## src/sv/ibps_pkg.sv

```systemverilog
// Shared types, constants and defaults of the padded image frame store.
`timescale 1ns / 1ps

package ibps_pkg;

  // Default store geometry, handed to the top level parameters.
  localparam int DEF_MAX_WIDTH    = 256;
  localparam int DEF_MAX_HEIGHT   = 256;
  localparam int DEF_MAX_CHANNELS = 4;

  // Field and register widths fixed by the interface.
  localparam int COL_W      = 10;
  localparam int CHAN_W     = 2;
  localparam int PIX_W      = 8;
  localparam int DIM_W      = 9;
  localparam int NCH_W      = 3;
  localparam int PAD_W      = 8;
  localparam int MODE_W     = 2;
  localparam int CFG_IDX_W  = 3;
  localparam int CFG_DATA_W = 9;

  // Signed offset from the image origin, and its magnitude for the modulo unit.
  localparam int OFS_W      = COL_W + 1;
  localparam int MOD_W      = COL_W;
  localparam int DIV_CNT_W  = $clog2(MOD_W + 1);

  // Register reset values.
  localparam logic [DIM_W-1:0]  RST_IMAGE_WIDTH   = 9'd256;
  localparam logic [DIM_W-1:0]  RST_IMAGE_HEIGHT  = 9'd256;
  localparam logic [NCH_W-1:0]  RST_CHANNEL_COUNT = 3'd1;

  // Configuration register indexes.
  typedef enum logic [CFG_IDX_W-1:0] {
    REG_IMAGE_WIDTH   = 3'd0,
    REG_IMAGE_HEIGHT  = 3'd1,
    REG_CHANNEL_COUNT = 3'd2,
    REG_PAD_WIDTH     = 3'd3,
    REG_PAD_HEIGHT    = 3'd4,
    REG_PAD_MODE      = 3'd5
  } cfg_reg_t;

  // Border rules.
  typedef enum logic [MODE_W-1:0] {
    PAD_ZERO      = 2'd0,
    PAD_REPLICATE = 2'd1,
    PAD_MIRROR    = 2'd2
  } pad_mode_t;

  // Item actions.
  localparam logic ACT_WRITE = 1'b0;
  localparam logic ACT_READ  = 1'b1;

  // Input beat.
  typedef struct packed {
    logic              action;
    logic [COL_W-1:0]  col;
    logic [COL_W-1:0]  row;
    logic [CHAN_W-1:0] channel;
    logic [PIX_W-1:0]  value;
  } in_beat_t;

  // Result beat.
  typedef struct packed {
    logic [PIX_W-1:0] pixel;
    logic             status;
  } out_beat_t;

  // Commands from the controller to the datapath.
  typedef struct packed {
    logic load;
    logic eval;
    logic mod_start;
    logic map;
    logic addr;
    logic mem;
  } cmd_t;

  // Status from the datapath to the controller.
  typedef struct packed {
    logic err;
    logic need_mod;
    logic div_done;
  } stat_t;

endpackage

```

## src/sv/ibps_ctrl.sv

```systemverilog
// Controller state machine that sequences one item through the datapath.
`timescale 1ns / 1ps

module ibps_ctrl
  import ibps_pkg::*;
(
  input  logic  clk,
  input  logic  rst_n,
  input  logic  start,
  input  stat_t stat,
  output cmd_t  cmd,
  output logic  busy,
  output logic  out_valid
);

  typedef enum logic [6:0] {
    ST_IDLE     = 7'b0000001,
    ST_EVAL     = 7'b0000010,
    ST_DIV_WAIT = 7'b0000100,
    ST_MAP      = 7'b0001000,
    ST_ADDR     = 7'b0010000,
    ST_MEM      = 7'b0100000,
    ST_RESP     = 7'b1000000
  } state_t;

  state_t state_r, state_nxt;

  // Next state and command decode.
  always_comb begin
    state_nxt = state_r;
    cmd       = '0;
    case (state_r)
      ST_IDLE: begin
        if (start) begin
          cmd.load  = 1'b1;
          state_nxt = ST_EVAL;
        end
      end
      ST_EVAL: begin
        cmd.eval = 1'b1;
        if (stat.err) begin
          state_nxt = ST_RESP;
        end else if (stat.need_mod) begin
          cmd.mod_start = 1'b1;
          state_nxt     = ST_DIV_WAIT;
        end else begin
          state_nxt = ST_MAP;
        end
      end
      ST_DIV_WAIT: begin
        if (stat.div_done) begin
          state_nxt = ST_MAP;
        end
      end
      ST_MAP: begin
        cmd.map   = 1'b1;
        state_nxt = ST_ADDR;
      end
      ST_ADDR: begin
        cmd.addr  = 1'b1;
        state_nxt = ST_MEM;
      end
      ST_MEM: begin
        cmd.mem   = 1'b1;
        state_nxt = ST_RESP;
      end
      ST_RESP: begin
        state_nxt = ST_IDLE;
      end
      default: begin
        state_nxt = ST_IDLE;
      end
    endcase
  end

  always_ff @(posedge clk) begin
    if (!rst_n) begin
      state_r <= ST_IDLE;
    end else begin
      state_r <= state_nxt;
    end
  end

  assign busy      = (state_r != ST_IDLE);
  assign out_valid = (state_r == ST_RESP);

endmodule

```

## config.mk

```make
export PLATFORM = sky130hd
export DESIGN_NAME = ibps_ctrl
export DESIGN_NICKNAME = d
export VERILOG_FILES = /design/src/sv/ibps_pkg.sv /design/src/sv/ibps_ctrl.sv
export SDC_FILE = /design/constraint.sdc
export NUM_CORES = 1
export LEC_CHECK = 0
export BUFFER_PORTS_ARGS = -buffer_cell sky130_fd_sc_hd__buf_2
export CORE_AREA = 3 3 40 42
export CTS_CLUSTER_DIAMETER = 80
export DETAILED_ROUTE_END_ITERATION = 8
export DIE_AREA = 0 0 43 45
export SYNTH_ARGS = -nofsm -noshare
export SYNTH_HDL_FRONTEND = slang
export SYNTH_SLANG_ARGS = --single-unit
```

## constraint.sdc

```tcl
create_clock -name clk -period 3.65 [get_ports clk]
set_input_delay 0 -clock clk [delete_from_list [all_inputs] [get_ports clk]]
set_output_delay 0 -clock clk [all_outputs]
set_load 0.05 [all_outputs]
```

Word-level counts from Yosys, hierarchy flattened
Index checks and enable logic that the tools add are counted.
{"block": "word_totals", "wordCells": 25, "regBits": 7, "out_inout_bits": 8}
{"block": "op_classes", "muxes": 13, "n_eq_ne": 10, "reduce_logical": 1}
{"operator": "$pmux 7 s6", "n": 1}
{"operator": "$mux 7", "n": 3}
{"operator": "$eq 7x1->1 const B", "n": 1}
{"operator": "$eq 7x2->1 const B", "n": 1}
{"operator": "$eq 7x3->1 const B", "n": 1}
{"operator": "$eq 7x4->1 const B", "n": 1}
{"operator": "$eq 7x5->1 const B", "n": 1}
{"operator": "$eq 7x6->1 const B", "n": 1}
{"operator": "$eq 7x7->1 const B", "n": 1}
{"operator": "$mux 1", "n": 7}
{"operator": "$ne 7x1->1 const B", "n": 1}
{"operator": "$mux 4", "n": 1}
{"operator": "$ne 2x2->1 const B", "n": 2}
{"operator": "$mux 2", "n": 1}
{"operator": "$reduce_and 2->1", "n": 1}

Depth between registers and ports, before layout
Gate-level depths: netlist of run 1.
{"block": "logic_depth", "depth_word": 3, "depth_mapped": 5, "ltp_nobuf": 5}

Worst setup path before layout of run 1
Ideal clock, no wire load.
{"block": "synth_path", "kind": "flip-flop to flip-flop", "startpoint": "reg state_r[5]", "endpoint": "reg state_r[4]", "path_stages_with_launch": 4, "synth_period_minus_slack_ns": 2.260, "arrival_time_ns": 2.186, "setup_time_ns": 0.074, "path_slack_ns": 1.390, "path_buffers": 0, "cell_sequence": "dfxtp_1 or4_4 nor4b_2 nor3b_2"}
{"block": "synth_between", "elab_chain_cells": 3}
{"element": "start, declared", "line": "ibps_ctrl.sv:26", "source": "state_t state_r, state_nxt;"}
{"element": "start signal, assigned", "line": "ibps_ctrl.sv:80", "source": "state_r <= state_nxt;"}
{"element": "$eq 7x3->1 / $eq 7x1->1 (equally long branches)", "line": "ibps_ctrl.sv:32", "source": "case (state_r)"}
{"element": "$ne 2x2->1 (no line)"}
{"element": "$reduce_and 2->1 (no line)"}
Parallel ways exist; a longest one is shown, timed or not.
A chain may end at the register's enable or synchronous reset.

==> metrics.yaml, run 1 <==
power:
  pwr-share-comb_pct: 23.3
  power.share.sequential_pct: 41.0
  p_clk_share_pct: 35.7
  power.total_uw: 201
  intPower_uw: 137
  p_leak_uw: 0.000269
  p_per_area_nw_per_um2: 356
  power.switching_uw: 64.1
  swShare_pct: 31.9
  ir_worst_vdd_mv: 0.222
global_route:
  grt_pass1_wl_mm: 1.41
  grt_max_degree: 8
  antenna_found_initial: 0
  grt_util_met1_pct: 13.1
  overflow: 0
  grt_pass1_vias: 329
  busiest_layer: "met2"
  use_met3_pct: 4.78
  met2_usage_pct: 14.7
  grt_usage_pct: 9.85
synth:
  synthArstFlopShare_pct: 0
  avgSynthCellArea_sq_um: 10.1
  synth_commonest_cells: "dfxtp_1, nor2_1, inv_1"
  synth_seq_cells: 7
  synthMuxAreaShare_pct: 0
  ys_top_cells_by_area: "dfxtp_1, o41ai_4, nor4_4, nor2_1, nor3b_4"
  yosysUniqueCellTypes: 30
  synthXorXnorAreaFrac_pct: 1.93
  synthAdderAreaFrac_pct: 0
  synth_nets: 51
  synth_top_family_by_area: "simple AND/OR/NAND/NOR gates"
  ys_warn_count: 0
  yosys.area_share.simple_pct: 49.3
  synth_top_cell_area_share_pct: 30.9
  synthFlopType: "dfxtp_1"
  ys_seq_area_share_pct: 30.9
  synth_largest_area_cell: "dfxtp_1"
  syn_area_sq_um: 454
  synthCells: 45
  synth_edf_count: 0
  yosysMostFrequentCell: "dfxtp_1"
  synth_compound_area_share_pct: 15.4
layout:
  largest_register_ffs: 7
  nNetsFinal: 69
  area_growth_pct: 24.5
  max_flop_register: "state_r"
  finish.utilization_pct: 44.0
  reg_top3: "state_r: 7 flops"
  drive_gt1_share_pct: 41.9
  num_antenna_cells: 0
  n_fill_cell: 128
clock_tree:
  cts.sinks: 7
  clk_path_buf_depth: 2
  h-tree-depth: 1
  cts_root_buf: "clkbuf_4"
  clk_pin_slew_worst_paths_ns: 0.06
  post_cts_resized: 0
  ctsHoldBuffers: 0
  cts_tree: "yes"
  cts_setup_buffers: 0
  insertion_delay_ns: 0.26
  cts_buffers: 3
drt:
  drtIter0Drc: 17
  drc: 0
  routed_wl_microns: 894
  first_pass_iters: 4
  ant_nets: 0
  routedWlPerCell_microns: 11.6
  vias: 400
  routed_via_density: 5.19
worst_setup_path:
  crit_type: "register to primary output"
  cp-end-kind: "primary output"
  critPathSlowestCell: "or4_4"
  cp.required_ns: 3.65
  worst-path-buf-inv: 1
  arrival_ns: 1.81
  cpPeakStageDelay_ns: 0.58
  worst-path-max-fanout: 5
  worst_setup_path_start_kind: "register"
  path_cells: "or4_4, nor4b_2, buf_2"
  cpLargestDelayFamily: "simple AND/OR/NAND/NOR gates"
timing:
  rsz0062_at_grt: "no"
  worstMarginPinSlew_ns: 0.448
  period_minus_slack_ns: 1.81
  finalSetupViolCount: 0
  max_slew_margin_pct: 70.1
  finClkSkew_ns: 0.00486
  slew_viol_final: 0
  holdWs_ns: 0.0116
  tns_ns: 0
  report.final.hold_viol_count: 0
  fin_crit_sh_pct: 49.6
  fmax_mhz: 552
  setup_ws_ns: 1.84
status:
  status: "finished clean"
die:
  die_area_sq_um: 1940
  coreArea_sq_um: 1280
  start_util_pct: 35.3
  boundaryPins: 14
  rows: 13
  die_width_microns: 43
  die_y_microns: 45
place:
  place_hpwl_microns: 722
  pre_cts_ws_ns: 2.06
  routabilityCongestion: 0.726
  port_buffers: 13
min_path:
  min_path_type: "input pin to register"
run:
  cap_violations: 0
-- power by group through the flow --
stage | combinational [uW] | sequential [uW] | clock, uW
after floorplan | 36.7 | 83.1 | 0
after global placement | 47.1 | 84.2 | 0
after detailed placement | 47.0 | 84.2 | 0
after CTS | 47.2 | 82.5 | 75.2
after global routing | 50.6 | 83.0 | 79.6
final | 46.9 | 82.5 | 71.8
-- routing by layer --
layer  vias to the layer above  share of wire [%]
li1                        201                  -
met1                       185                 46
met2                        14                 47
met3                         0                7.2
met4                         0                  0
met5                         -                  0
-- worst reg2reg max path: cells and delay by family, from the launching register on --
family	cells	cell delay, ns
compound gates	2	0.68
flops	1	0.38
simple gates	1	0.43
-- logic make-up (layout without fill, tap and decap cells) --
family	after synthesis	after routing
and+or+nand+nor	28	28
DFF	7	7
AOI/OAI and AO/OA	6	6
buffers and inverters	3	20
xor gates and xnor gates	1	1
-- layout by cell type, fill, tap and decap left out, types with 2 or more instances in the layout --
cell type	n
nand3b_1	2
inv_1	3
clkbuf_4	3
nand2_1	2
buf_2	13
nor3_1	2
nor2_1	5
dfxtp_1	7
-- through the flow --
step                      cells  cell area (sq um)
after floorplan              45                454
after global placement       73                538
after detailed placement     73                538
after CTS                    77                566
after global routing         77                566
final                        77                566
-- cell type report --
type | count | area, sq um | share of cell area, %
multi-input combinational | 35 | 303 | 53.5
tap | 15 | 18.8 | 3.32
timing repair buffer | 13 | 65.1 | 11.5
sequential | 7 | 140 | 24.8
inverter | 3 | 11.3 | 1.99
clock inverter | 1 | 5.00 | 0.885
clock buffer | 3 | 22.5 | 3.98
-- worst paths after layout --
check | endpoint | start | slack, ns | depth (start not counted)
min | state_r[6] | stat[2] | 0.01 | 3
min reg2reg | state_r[0] | state_r[4] | 0.62 | 2
max | cmd[2] | state_r[5] | 1.84 | 3
max reg2reg | state_r[2] | state_r[6] | 2.05 | 3
No activity file was read; power rests on OpenSTA's default activity.
==> run 2: changes to the inputs <==
--- a/config.mk
+++ b/config.mk
@@ -5,6 +5,7 @@
 export SDC_FILE = /design/constraint.sdc
 export NUM_CORES = 1
 export LEC_CHECK = 0
+export ABC_AREA = 1
 export BUFFER_PORTS_ARGS = -buffer_cell sky130_fd_sc_hd__buf_2
 export CORE_AREA = 3 3 40 42
 export CTS_CLUSTER_DIAMETER = 80
==> constraint.sdc (replaced) <==
create_clock -name clk -period 1.9 [get_ports clk]
set_input_delay 0 -clock clk [delete_from_list [all_inputs] [get_ports clk]]
set_output_delay 0 -clock clk [all_outputs]
set_load 0.05 [all_outputs]
==> run 2 against run 1 <==
  * Clock-buffer cell count unchanged
  * Via count increased by 21%
  * Flip-flop and latch count unchanged
  * Utilization increased by 4.6 points
  * Combinational power increased to 3.7 times the previous value
  * Critical endpoint is now cmd[5]
  * Largest power group is now combinational cells
  * Highest routed layer unchanged
==> metrics.yaml, run 2 <==
place:
  place_hpwl_microns: 874  # +21%
  pre_cts_ws_ns: 0.765  # -1.30 ns
  routabilityCongestion: 0.706  # -2.7%
  port_buffers: 13  # unchanged
power:
  ir_worst_vdd_mv: 0.282  # +27%
  p_per_area_nw_per_um2: 771  # +120%
  p_leak_uw: 0.000328  # +22%
timing:
  period_minus_slack_ns: 1.42
  finalSetupViolCount: 0  # unchanged
  max_slew_margin_pct: 83.1  # +13 points
  fin_crit_sh_pct: 74.7
  finClkSkew_ns: 0.00460  # -0.000251 ns
  report.final.hold_viol_count: 0  # unchanged
  setup_ws_ns: 0.481  # -1.36 ns
  slew_viol_final: 0  # unchanged
  fmax_mhz: 705
  tns_ns: 0  # unchanged
  worstMarginPinSlew_ns: 0.256  # -0.192 ns
  rsz0062_at_grt: "no"
layout:
  final_common_cell: "buf_2"
  finish.utilization_pct: 48.6  # +4.6 points
  multi_input_area_sq_um: 317  # +4.5%
  max_flop_register: "state_r"
  drive_gt1_share_pct: 46.2  # +4.2 points
  nNetsFinal: 98  # +42%
  num_antenna_cells: 0  # unchanged
  largest_register_ffs: 7  # unchanged
  n_fill_cell: 141  # +10%
  area_growth_pct: 21.7
  reg_top3: "state_r: 7 flops"
  most-common-layout-cells: "buf_2, inv_1, nor2_1"
  regArea_sq_um: 140  # unchanged
status:
  status: "finished clean"
die:
  die_area_sq_um: 1940  # unchanged
  coreArea_sq_um: 1280  # unchanged
  die_width_microns: 43  # unchanged
  rows: 13  # unchanged
  die_y_microns: 45  # unchanged
  start_util_pct: 39.9  # +4.6 points
  boundaryPins: 14  # unchanged
clock_tree:
  cts.sinks: 7  # unchanged
  cts_setup_buffers: 0  # unchanged
  clk_path_buf_depth: 2  # unchanged
  post_cts_resized: 0  # unchanged
  cts_root_buf: "clkbuf_4"
  ctsHoldBuffers: 0  # unchanged
  cts_tree: "yes"
  clk_pin_slew_worst_paths_ns: 0.06  # about the same
  insertion_delay_ns: 0.26  # about the same
  h-tree-depth: 1  # unchanged
  cts_buffers: 3  # unchanged
drt:
  drc: 0  # unchanged
  routed_via_density: 4.55  # -12%
  vias: 482  # +21%
  first_pass_iters: 4  # unchanged
  routed_wl_mm: 1.03  # +15%
  routedWlPerCell_microns: 9.72  # -16%
  drtIter0Drc: 6  # -11
  ant_nets: 0  # unchanged
global_route:
  antenna_found_initial: 0  # unchanged
  grt_pass1_wl_mm: 1.88  # +33%
  overflow: 0  # unchanged
  grt_usage_pct: 13.2  # +3.3 points
  grt_pass1_vias: 458  # +39%
  grt_max_degree: 6  # -2
worst_setup_path:
  crit_type: "register to primary output"
  reg2reg_depth: 6  # +3
  cpPeakStageDelay_ns: 0.34  # -0.24 ns
  worst-path-max-fanout: 4  # -1
  cp-end-kind: "primary output"
  cpLargestDelayFamily: "buffers and inverters"
  worst_setup_path_start_kind: "register"
  arrival_ns: 1.42  # -0.39 ns
  r2r-start: "state_r[0]"
  cp.required_ns: 1.90  # -1.75 ns
  path_cells: "inv_2, nand3_2, nor2_1, inv_2, nor2_1, buf_2"
  critPathSlowestCell: "dfxtp_1"
  r2r_end: "state_r[0]"
  worst-path-buf-inv: 3  # +2
  r2r_slack_ns: 0.84  # -1.21 ns
synth:
  avgSynthCellArea_sq_um: 6.93  # -31%
  syn_area_sq_um: 513  # +13%
  synth_nets: 80  # +57%
  synthFlopType: "dfxtp_1"
  synth_largest_area_cell: "dfxtp_1"
  synth_edf_count: 0  # unchanged
  ys_warn_count: 0  # unchanged
  ys_top_cells_by_area: "dfxtp_1, nor2_4, inv_1, nor2_1, nand3_1"
  yosysUniqueCellTypes: 15  # -50%
  synth_seq_cells: 7  # unchanged
  ys_seq_area_share_pct: 27.3  # -3.5 points
  synth_top_cell_area_share_pct: 27.3  # -3.5 points
  synthCells: 74  # +64%
  synth_commonest_cells: "inv_1, nor2_1, nand2_1"
  synthArstFlopShare_pct: 0  # unchanged
min_path:
  hold_depth: 3  # unchanged
  min-delay-start: "stat[2]"
  min_path_type: "input pin to register"
  min_to: "state_r[6]"
run:
  cap_violations: 0  # unchanged
[run 2: cell count changes in the layout (fill, tap and decap cells not counted), sizes merged, moves of 2 or more]
cell and change:
nand2 +12, a21oi +2, nor4b -2, or4 -2, nor3b -3, inv +12, nor2 +15, nand3 +11
or2b -2, nor4 -2
[run 2: worst max-delay path by stage]
| stage | startpoint | endpoint | cells after the start |
|---|---|---|---|
| floorplan | state_r[2] | out_valid | 3 |
| global placement | state_r[6] | cmd[5] | 6 |
| detailed placement | state_r[6] | cmd[5] | 6 |
| CTS | state_r[6] | cmd[5] | 6 |
| global route | state_r[6] | cmd[5] | 6 |
| finish | state_r[6] | cmd[5] | 6 |
[run 2: logic make-up after synthesis]
kind of cell           after synthesis  synth area share, %
buffers and inverters               15                 11.0
AO/OA/AOI/OAI                        2                 3.42
AND/OR/NAND/NOR                     50                 58.3
flip-flops                           7                 27.3
[run 2: per-layer routing]
layer / track usage (%) / vias to the layer above / routed length [microns]
met5: 0 / - / 0
met4: 3.61 / 0 / 0
met3: 5.98 / 0 / 74
met2: 21.0 / 15 / 466
met1: 16.3 / 205 / 489
li1: - / 262 / -
[run 2: tightest hold or removal path: stages]
cell	delay, ns
buf_2	0.11
nand2_1	0.07
a21oi_2	0.04
[run 2: through the flow]
stage / power, uW / instances / hold slack [ns] / area [sq um]
floorplan: 313 / 74 / 0.147 / 513
global placement: 347 / 102 / 0.287 / 597
detailed placement: 348 / 102 / 0.292 / 597
CTS: 491 / 106 / 0.0109 / 624
global route: 520 / 106 / 0.0171 / 624
finish: 481 / 106 / 0.0168 / 624
[run 2: power by group]
part           switching, uW  internal, uW  leakage, uW  total [uW]
clock                   60.8          77.2    0.0000177         138
combinational            125          48.7     0.000253         173
sequential              12.6           157    0.0000570         170
[run 2: layout make-up]
| type | count | share of cell area, % |
|---|---|---|
| well taps | 15 | 3.01 |
| clock buffers | 3 | 3.61 |
| inverters | 15 | 9.02 |
| repair buffers | 13 | 10.4 |
| multi-input cells | 52 | 50.7 |
| clock inverters | 1 | 0.802 |
| flip-flops and latches | 7 | 22.4 |
==> run 3: changes to the inputs <==
==> constraint.sdc (replaced) <==
create_clock -name clk -period 1.25 [get_ports clk]
set_input_delay 0 -clock clk [delete_from_list [all_inputs] [get_ports clk]]
set_output_delay 0 -clock clk [all_outputs]
set_load 0.05 [all_outputs]
==> run 3 against run 2 <==
  * The flow now finishes with violations (negative setup slack)
  * Sequential share of layout area decreased by 3.5 points
  * Via count increased by 5.4%
  * Clock skew increased by 0.0025 ns
  * Wire length increased by 21%
  * Cell count increased by 1.9%
  * First-iteration DRC count decreased by 67%
  * Critical path type unchanged
  * Critical endpoint is now cmd[0]
  * Highest routed layer is now met4
==> metrics.yaml, run 3 (synthesis gave the netlist of run 2 again) <==
clock_tree:
  clk_path_buf_depth: 2  # unchanged
  cts_tree: "yes"
  h-tree-depth: 1  # unchanged
  cts_buffers: 3  # unchanged
  cts_root_buf: "clkbuf_4"
  cts.sinks: 7  # unchanged
  insertion_delay_ns: 0.26  # about the same
  clk_pin_slew_worst_paths_ns: 0.06  # about the same
  ctsHoldBuffers: 0  # unchanged
status:
  status: "finished, violations left"
  violations: "negative setup slack"
power:
  p_per_area_nw_per_um2: 1090  # +42%
  p_leak_uw: 0.000346  # +5.6%
  ir_worst_vdd_mv: 0.842  # +200%
  power.total_uw: 828  # +72%
drt:
  vias: 508  # +5.4%
  drtIter0Drc: 2  # -4
  first_pass_iters: 2  # -2
  routed_via_density: 4.70  # +3.4%
  routedWlPerCell_microns: 11.5  # +19%
  ant_nets: 0  # unchanged
  routed_wl_mm: 1.25  # +21%
  drc: 0  # unchanged
timing:
  period_minus_slack_ns: 1.29
  fin_crit_sh_pct: 103
  finClkSkew_ns: 0.00715  # +0.00254 ns
  worstMarginPinSlew_ns: 0.248  # -0.00772 ns
  fmax_mhz: 774
  slew_viol_final: 0  # unchanged
  rsz0062_at_grt: "yes"
  report.final.hold_viol_count: 0  # unchanged
  finalSetupViolCount: 6  # +6
  setup_ws_ns: -0.0428  # -0.524 ns
  max_slew_margin_pct: 83.6  # +0.51 points
die:
  start_util_pct: 39.9  # unchanged
  die_width_microns: 43  # unchanged
  die_area_sq_um: 1940  # unchanged
  boundaryPins: 14  # unchanged
  coreArea_sq_um: 1280  # unchanged
  die_y_microns: 45  # unchanged
  rows: 13  # unchanged
worst_setup_path:
  crit_type: "register to primary output"
  worst_setup_path_start_kind: "register"
  cp-end-kind: "primary output"
  worst-path-max-fanout: 4  # unchanged
  cp.required_ns: 1.25  # -0.65 ns
  arrival_ns: 1.29  # -0.13 ns
min_path:
  min_path_type: "input pin to register"
place:
  routabilityCongestion: 0.741  # +5.0%
  port_buffers: 13  # unchanged
  place_hpwl_microns: 954  # +9.2%
layout:
  drive_gt1_share_pct: 57.0  # +11 points
  reg_top3: "state_r: 7 flops"
  finish.utilization_pct: 59.1  # +11 points
  final_common_cell: "inv_1"
  n_fill_cell: 116  # -18%
  multi_input_area_sq_um: 375  # +19%
  regArea_sq_um: 144  # +2.7%
  area_growth_pct: 48.0
  num_antenna_cells: 0  # unchanged
  most-common-layout-cells: "inv_1, nor2_4, nor2_1, nand2_1"
  largest_register_ffs: 7  # unchanged
  nNetsFinal: 100  # +2.0%
  max_flop_register: "state_r"
global_route:
  grt_pass1_wl_mm: 2.18  # +16%
  grt_usage_pct: 15.7  # +2.5 points
  antenna_found_initial: 0  # unchanged
  grt_max_degree: 6  # unchanged
  grt_pass1_vias: 529  # +16%
  overflow: 0  # unchanged
run:
  cap_violations: 0  # unchanged
[run 3: worst max-delay path, cell delays in order, from the launching register on]
cell and delay (ns):
dfxtp_1 0.35, nor2_2 0.19, nand2_2 0.16, nor2_4 0.16, buf_6 0.17
[run 3: stage by stage]
step                TNS [ns]  instances  instance area [sq um]  setup WS [ns]  hold slack (ns)
floorplan                  0         74                    544        0.00458            0.147
finish                -0.167        108                    759        -0.0428           0.0120
global placement           0        102                    628         0.0610            0.291
global route          -0.600        108                    759         -0.116           0.0115
CTS                  -0.0646        107                    733        -0.0311          0.00831
detailed placement         0        102                    628         0.0598            0.292
[run 3: cell type report]
class / count / area share (%)
multi-input cells: 52 / 49.4
flip-flops and latches: 7 / 18.9
repair buffers: 15 / 17.3
inverters: 15 / 8.24
clock buffers: 3 / 2.97
well taps: 15 / 2.47
clock inverters: 1 / 0.659
[run 3: repair_timing]
action / 4_1_cts / 5_1_grt
endpoints found under the setup margin: 8 / 8
pin swaps: 5 / 3
buffers inserted: 1 / 1
gates resized for setup: 22 / 4
cloned: 0 / 0
[run 3: path summary, 6_finish.rpt]
path / end / start / slack [ns] / depth (start not counted)
worst max register to register: state_r[0] / state_r[0] / 0.09 / 6
worst min-delay path: state_r[6] / stat[2] / 0.01 / 3
worst max-delay path: cmd[0] / state_r[0] / -0.04 / 4
worst min register to register: state_r[5] / state_r[4] / 0.60 / 2
[run 3: per-layer routing]
metal  GRT usage (%)  wire length, microns  part of all wire (%)
met5               0                     0                     0
met4            3.61                    18                   1.4
met3            6.77                    75                   6.0
met1            16.9                   506                    41
met2            28.4                   643                    52
[run 3: where the power goes]
group          switching (uW)  internal (uW)
Sequential               22.1            240
Combinational             232            125
Clock                    91.8            117
Total                     346            482
